## src/design/apmtsb_pkg.sv

```systemverilog
`timescale 1ns / 1ps
// ----------------------------------------------------------------------------
// apmtsb_pkg
// Types and constants shared by the PM event block: item layouts, action
// codes, register offsets and status/control bit positions.
// ----------------------------------------------------------------------------
package apmtsb_pkg;

	// Action carried by one request item
	typedef enum logic [1:0] {
		ACT_TICK   = 2'd0,
		ACT_READ   = 2'd1,
		ACT_WRITE  = 2'd2,
		ACT_PWRBTN = 2'd3
	} action_t;

	// Register byte offsets
	localparam logic [5:0] OFS_STATUS  = 6'h00;
	localparam logic [5:0] OFS_ENABLE  = 6'h02;
	localparam logic [5:0] OFS_CONTROL = 6'h04;
	localparam logic [5:0] OFS_TIMER   = 6'h08;

	// Status and enable bits
	localparam logic [15:0] ST_RESUME  = 16'h8000;
	localparam logic [15:0] BIT_RTC    = 16'h0400;
	localparam logic [15:0] BIT_PWRBTN = 16'h0100;
	localparam logic [15:0] BIT_GBL    = 16'h0020;
	localparam logic [15:0] BIT_TMROF  = 16'h0001;
	localparam logic [15:0] SCI_MASK   = BIT_RTC | BIT_PWRBTN | BIT_GBL | BIT_TMROF;

	// Control register: suspend enable and suspend type field
	localparam int          CTL_SUS_EN_BIT = 13;
	localparam logic [15:0] CTL_SUS_EN     = 16'h2000;
	localparam int          CTL_TYP_LSB    = 10;
	localparam logic [2:0]  SUS_TYP_OFF    = 3'd0;
	localparam logic [2:0]  SUS_TYP_RESET  = 3'd1;

	// Counter geometry: overflow due count is kept as a multiple of 2^23
	localparam int TICK_W     = 64;
	localparam int OVF_SHIFT  = 23;
	localparam int DUE_W      = TICK_W - OVF_SHIFT;
	localparam int TIMER_READ_BITS = 24;
	localparam int READ_W     = 24;

	typedef struct packed {
		action_t     action;
		logic [5:0]  offset;
		logic [15:0] write_data;
	} req_t;

	typedef struct packed {
		logic [READ_W-1:0] read_data;
		logic              sci;
		logic              shutdown_request;
		logic              reset_request;
	} rsp_t;

endpackage

```

## src/design/apmtsb_core.sv

```systemverilog
`timescale 1ns / 1ps
// ----------------------------------------------------------------------------
// apmtsb_core
// Architectural state of the PM event block (status, enable, control, tick
// counter, overflow due count) and the next-state logic for one item.
// ----------------------------------------------------------------------------
module apmtsb_core (
	input  logic              clk,
	input  logic              arst_n,
	input  logic              step,
	input  apmtsb_pkg::req_t  req,
	output apmtsb_pkg::rsp_t  rsp
);

	logic [15:0]                    status_q;
	logic [15:0]                    enable_q;
	logic [15:0]                    control_q;
	logic [apmtsb_pkg::TICK_W-1:0]  tick_q;
	logic [apmtsb_pkg::DUE_W-1:0]   due_q;

	logic [15:0]                    status_nx;
	logic [15:0]                    status_pre;
	logic [15:0]                    enable_nx;
	logic [15:0]                    control_nx;
	logic [apmtsb_pkg::TICK_W-1:0]  tick_nx;
	logic [apmtsb_pkg::DUE_W-1:0]   due_nx;
	logic [apmtsb_pkg::DUE_W-1:0]   tick_hi;
	logic                           due_hit;
	logic                           tmrof_late;
	logic [apmtsb_pkg::TIMER_READ_BITS-1:0] timer_low;
	logic [2:0]                     sus_typ;

	// Advance the counter and compare against the due count
	assign tick_nx   = (req.action == apmtsb_pkg::ACT_TICK) ? tick_q + 64'd1 : tick_q;
	assign tick_hi   = tick_nx[apmtsb_pkg::TICK_W-1:apmtsb_pkg::OVF_SHIFT];
	assign due_hit   = (tick_hi >= due_q);
	assign status_pre = status_q | (due_hit ? apmtsb_pkg::BIT_TMROF : 16'h0000);
	assign timer_low = tick_nx[apmtsb_pkg::TIMER_READ_BITS-1:0];
	assign sus_typ   = req.write_data[apmtsb_pkg::CTL_TYP_LSB +: 3];

	// Decode the item and form next state and result
	always_comb begin
		status_nx            = status_pre;
		enable_nx            = enable_q;
		control_nx           = control_q;
		due_nx               = due_q;
		tmrof_late           = due_hit;
		rsp.read_data        = '0;
		rsp.shutdown_request = 1'b0;
		rsp.reset_request    = 1'b0;
		case (req.action)
			apmtsb_pkg::ACT_READ: begin
				case (req.offset)
					apmtsb_pkg::OFS_STATUS:  rsp.read_data = {8'h00, status_pre};
					apmtsb_pkg::OFS_ENABLE:  rsp.read_data = {8'h00, enable_q};
					apmtsb_pkg::OFS_CONTROL: rsp.read_data = {8'h00, control_q};
					apmtsb_pkg::OFS_TIMER:   rsp.read_data = apmtsb_pkg::READ_W'(timer_low);
					default:                 rsp.read_data = '0;
				endcase
			end
			apmtsb_pkg::ACT_WRITE: begin
				case (req.offset)
					apmtsb_pkg::OFS_STATUS: begin
						// clearing the overflow moves the due count to the next 2^23 step
						if (status_pre[0] && req.write_data[0]) begin
							due_nx     = tick_hi + apmtsb_pkg::DUE_W'(1);
							tmrof_late = &tick_hi;
						end
						status_nx = status_pre & ~req.write_data;
					end
					apmtsb_pkg::OFS_ENABLE: enable_nx = req.write_data;
					apmtsb_pkg::OFS_CONTROL: begin
						control_nx = req.write_data & ~apmtsb_pkg::CTL_SUS_EN;
						if (req.write_data[apmtsb_pkg::CTL_SUS_EN_BIT]) begin
							if (sus_typ == apmtsb_pkg::SUS_TYP_OFF) begin
								rsp.shutdown_request = 1'b1;
							end else if (sus_typ == apmtsb_pkg::SUS_TYP_RESET) begin
								status_nx = status_pre | apmtsb_pkg::ST_RESUME
									| apmtsb_pkg::BIT_PWRBTN;
								rsp.reset_request = 1'b1;
							end
						end
					end
					default: ;
				endcase
			end
			apmtsb_pkg::ACT_PWRBTN: begin
				if ((enable_q & apmtsb_pkg::BIT_PWRBTN) != 16'h0000) begin
					status_nx = status_pre | apmtsb_pkg::BIT_PWRBTN;
				end
			end
			default: ;
		endcase
		// second overflow check before the interrupt is formed
		if (tmrof_late) begin
			status_nx = status_nx | apmtsb_pkg::BIT_TMROF;
		end
		rsp.sci = |(status_nx & enable_nx & apmtsb_pkg::SCI_MASK);
	end

	// Hold state; update on each accepted item
	always_ff @(posedge clk or negedge arst_n) begin
		if (!arst_n) begin
			status_q  <= '0;
			enable_q  <= '0;
			control_q <= '0;
			tick_q    <= '0;
			due_q     <= '0;
		end else if (step) begin
			status_q  <= status_nx;
			enable_q  <= enable_nx;
			control_q <= control_nx;
			tick_q    <= tick_nx;
			due_q     <= due_nx;
		end
	end

	// A tick item advances the counter by exactly one
	a_tick_adv: assert property (@(posedge clk) disable iff (!arst_n)
		step && req.action == apmtsb_pkg::ACT_TICK |=> tick_q == $past(tick_q) + 64'd1)
		else $error("tick item did not advance counter");

	// Once an item is done, a reached due count always shows as overflow status
	a_ovf_seen: assert property (@(posedge clk) disable iff (!arst_n)
		step |=> status_q[0] ||
			(tick_q[apmtsb_pkg::TICK_W-1:apmtsb_pkg::OVF_SHIFT] < due_q))
		else $error("overflow due but status bit clear");

	// Shutdown and reset are never requested by the same item
	a_req_excl: assert property (@(posedge clk) disable iff (!arst_n)
		step |-> !(rsp.shutdown_request && rsp.reset_request))
		else $error("shutdown and reset requested together");

endmodule

```

## src/design/acpi_pm_timer_status_block_top.sv

```systemverilog
`timescale 1ns / 1ps
// ----------------------------------------------------------------------------
// acpi_pm_timer_status_block_top
// PM1 event block with PM timer: tick, bus read/write and power-button items
// update the registers; each item yields one result item.
// ----------------------------------------------------------------------------
// A result becomes valid in the cycle after its item is accepted.
// Throughput: one item per cycle while results are taken; the state update is one pass of logic.
// req_ready stays high while the result register is empty or being drained.
// Reset clears status, enable, control, tick counter and due count, and
// empties the result register.
module acpi_pm_timer_status_block_top (
	input  logic              clk,
	input  logic              arst_n,
	input  logic              req_valid,
	output logic              req_ready,
	input  apmtsb_pkg::req_t  req,
	output logic              rsp_valid,
	input  logic              rsp_ready,
	output apmtsb_pkg::rsp_t  rsp
);

	logic              step;
	logic              rsp_valid_q;
	apmtsb_pkg::rsp_t  rsp_q;
	apmtsb_pkg::rsp_t  rsp_nx;

	// Accept a new item whenever the result register frees up this cycle
	assign req_ready = !rsp_valid_q || rsp_ready;
	assign step      = req_valid && req_ready;

	apmtsb_core u_core (
		.clk    (clk),
		.arst_n (arst_n),
		.step   (step),
		.req    (req),
		.rsp    (rsp_nx)
	);

	// Hold the result until it is taken
	always_ff @(posedge clk or negedge arst_n) begin
		if (!arst_n) begin
			rsp_valid_q <= 1'b0;
		end else if (req_ready) begin
			rsp_valid_q <= step;
		end
	end

	always_ff @(posedge clk) begin
		if (step) begin
			rsp_q <= rsp_nx;
		end
	end

	assign rsp_valid = rsp_valid_q;
	assign rsp       = rsp_q;

endmodule
```

## config.mk

```make
export PLATFORM = sky130hd
export DESIGN_NAME = acpi_pm_timer_status_block_top
export DESIGN_NICKNAME = d
export VERILOG_FILES = /design/src/design/apmtsb_pkg.sv /design/src/design/apmtsb_core.sv /design/src/design/acpi_pm_timer_status_block_top.sv
export SDC_FILE = /design/constraint.sdc
export NUM_CORES = 1
export LEC_CHECK = 0
export BUFFER_PORTS_ARGS = -buffer_cell sky130_fd_sc_hd__buf_4
export CAP_MARGIN = 20
export CORE_ASPECT_RATIO = 2
export CORE_MARGIN = 10
export CORE_UTILIZATION = 50
export CTS_CLUSTER_SIZE = 20
export DETAILED_ROUTE_END_ITERATION = 16
export PLACE_DENSITY = 0.67
export SETUP_SLACK_MARGIN = 0.02
export SLEW_MARGIN = 20
export SYNTH_ARGS = -nofsm -noshare
export SYNTH_HDL_FRONTEND = slang
export SYNTH_SLANG_ARGS = --single-unit
```

## constraint.sdc

```tcl
create_clock -name clk -period 5.4 [get_ports clk]
set_input_delay 0.54 -clock clk [delete_from_list [all_inputs] [get_ports clk]]
set_output_delay 0.54 -clock clk [all_outputs]
set_load 0.02 [all_outputs]
```

==> flow_metrics.tcl <==
set metrics [dict create \
    drt.antenna.violating_nets 0 \
    hold_viol 0 \
    grt_pass1_wl_mm 48.6 \
    fillerInstances 1897 \
    synth_top_area_share_pct 34.8 \
    fp.dieW_um 125 \
    p_int_mw 2.13 \
    power_frac_seq_pct 50.1 \
    grt_max_degree 108 \
    fmax_mhz 202 \
    fin_nets 1283 \
    placed_area_um2 11700 \
    cap_viol_max_count 0 \
    drtIter0Drc 422 \
    cts_made_buffers 17 \
    timing.critical_path.buf_inv 2 \
    holdCritPathClass "in2async" \
    netlist_area_um2 11000 \
    status "complete, no violations" \
    overflow 0 \
    setup_violations 0 \
    num_rows 76 \
    avgViaCountPerCell 5.94 \
    synth.yosys.seq_area_share_pct 42.1 \
    syn_nets 1243 \
    grt_pass1_vias 9302 \
    worst_pin_slew_ns 1.04 \
    finalSetupTns_ns 0 \
    htree_num_levels 4 \
    max_stage_delay_ns 0.51 \
    cp-end-kind "register" \
    p_sw_uw 749 \
    gp_congestion 0.903 \
    wl_per_cell_um 20.1 \
    drive_above_1_share_pct 15.5 \
    worstPathArrival_ns 5.28 \
    cts-resized-gates 0 \
    port_buffers 56 \
    synthArstFlopShare_pct 85.0 \
    critPathLaunchType "register" \
    ys_types 77 \
    total_power_mw 2.88 \
    final_common_cell "dfrtp_1" \
    path_depth 16 \
    r2r_cells 16 \
    antenna_found_initial 0 \
    ir_worst_vdd_mv 0.233 \
    netlist_top_cells_area "dfrtp_1 (35%), edfxtp_1 (7.4%), xnor2_1 (5.7%), ha_1 (4.9%), mux2_2 (4.7%)" \
    slew_viol_final 0 \
    crit_required_ns 5.73 \
    hold-worst-slack_ns 0.0144 \
    via_count 8900 \
    slowest_stage "dfrtp_1" \
    syn2layout_area_growth_pct 12.1 \
    cp_cell_sequence "nand3_1 -> nor4_2 -> nand4_1 -> buf_4 -> or2_1 -> nor2_1 -> xor2_1 -> ha_1 -> nand2_1 -> nor2_1 -> a211oi_1 -> o2111ai_1 -> nand4bb_1 -> nand2_2 -> buf_12 -> mux2_2" \
    synth_edf_count 27 \
    fin_skew_ns 0.0142 \
    rrSetupSlack_ns 0.45 \
    yosys.area.top_type "dfrtp_1" \
    powerDensity_nw_per_um2 233 \
    cts_tree "done" \
    reg2reg_from "u_core.tick_q[11]" \
    period_needed_ns 4.95 \
    crit-reg2reg-capture "u_core.due_q[7]" \
    p_leak_nw 5.40 \
    clkSinkCount 180 \
    pwr-share-comb_pct 6.6 \
    place_hpwl_mm 22.5 \
    synth_ff_type "dfrtp_1" \
    netlist_instances 1172 \
    fin_crit_sh_pct 91.6 \
    routed_wl_mm 30.1 \
    pwr-share-clk_pct 43.3 \
    ys_seq_elements 180 \
    drc 0 \
    swShare_pct 26.0 \
    holdBufCountCts 0 \
    relSlewSlack_pct 30.7 \
    fp.dieH_um 230 \
    start_util_pct 51.0 \
    io_pins 57 \
    globalRouteTotalUtil_pct 20.9 \
    clkTransAtPathRegs_ns 0.07 \
    worstSetupPathType "reg2reg" \
    path_common_cell "nor2_1" \
    yosysWarnings 0 \
    dr.pass1.iters 7 \
    syn_avg_cell_area_um2 9.40 \
    clk_latency_ns 0.45 \
    path_max_fanout 73 \
    design_area_um2 12300 \
    dieArea_um2 28700 \
    core_area_um2 21600 \
    cpLargestDelayFamily "simple AND/OR/NAND/NOR gates" \
    layout_common_cells "dfrtp_1 (153), nand2_1 (131), nor2_1 (86)" \
    post_cts_buffers 0 \
    diodes 0 \
    rsz0062_at_grt "false" \
    cts_buffer_depth 2 \
    cts-root-buf "clkbuf_16" \
]
==> sequential cells by signal, summed over array words and instances, names as in the netlist, named ones only <==
| register | cells |
|---|---|
| rsp | 27 |
| rsp_valid | 1 |
| u_core.control_q | 15 |
| u_core.due_q | 41 |
| u_core.enable_q | 9 |
| u_core.status_q | 9 |
| u_core.tick_q | 64 |
==> logic make-up after synthesis <==
kind of cell	synth area share [%]
multiplexers	4.98
flip-flops	42.1
XOR/XNOR	10.3
adder cells (fa/ha/maj)	4.89
AND/OR/NAND/NOR	22.6
AO/OA/AOI/OAI	10.2
buffers and inverters	4.90
==> metal layers <==
layer / vias up / share of wire, % / global-route usage, %
met5: - / 0 / 0
met4: 0 / 4.8 / 11.7
met3: 77 / 3.3 / 3.20
met2: 219 / 56 / 40.1
met1: 4356 / 36 / 20.6
li1: 4248 / - / -
==> power by group through the flow <==
stage,combinational [mW],sequential (mW),clock (mW)
after global placement,0.188,1.47,0
after floorplan,0.0847,1.47,0
after detailed placement,0.188,1.47,0
final,0.191,1.44,1.25
after global routing,0.209,1.45,1.31
after CTS,0.190,1.44,1.26
==> how the worst max path moves through the flow <==
| stage | from | to | slack (ns) |
|---|---|---|---|
| 6_report | u_core.tick_q[11] | u_core.due_q[7] | 0.45 |
| 5_1_grt | u_core.tick_q[9] | u_core.due_q[39] | 0.08 |
| 4_1_cts | u_core.tick_q[31] | u_core.due_q[39] | 0.48 |
| 3_5_place_dp | req[22] | u_core.due_q[39] | 0.40 |
| 3_3_place_gp | req[22] | u_core.due_q[39] | 0.46 |
| 2_1_floorplan | req[23] | u_core.due_q[10] | 1.22 |
==> synth_stat cells, drive strengths merged, types with 34 or more instances <==
library cell	number
clkbuf	34
dfrtp	153
ha	43
inv	70
mux2	46
nand2	132
nand3	51
nand4	46
nor2	86
nor3	37
o21ai	46
xnor2	73
xor2	56
==> layout make-up <==
| cell class | count | area (um^2) | area share [%] |
|---|---|---|---|
| clock buffer | 17 | 425 | 3.45 |
| clock inverter | 15 | 146 | 1.19 |
| inverter | 70 | 263 | 2.13 |
| multi-input combinational | 861 | 5880 | 47.6 |
| sequential | 180 | 4640 | 37.6 |
| tap | 273 | 342 | 2.77 |
| timing repair buffer | 82 | 652 | 5.28 |
==> stage by stage <==
step           std cells  setup WS (ns)  util [%]
4_1_cts             1497          0.479      57.0
3_3_place_gp        1465          0.463      54.4
2_1_floorplan       1172           1.22         -
5_1_grt             1498         0.0758      57.2
6_report            1498          0.451      57.2
3_5_place_dp        1465          0.403      54.4
Power figures use the tool's default switching activity.
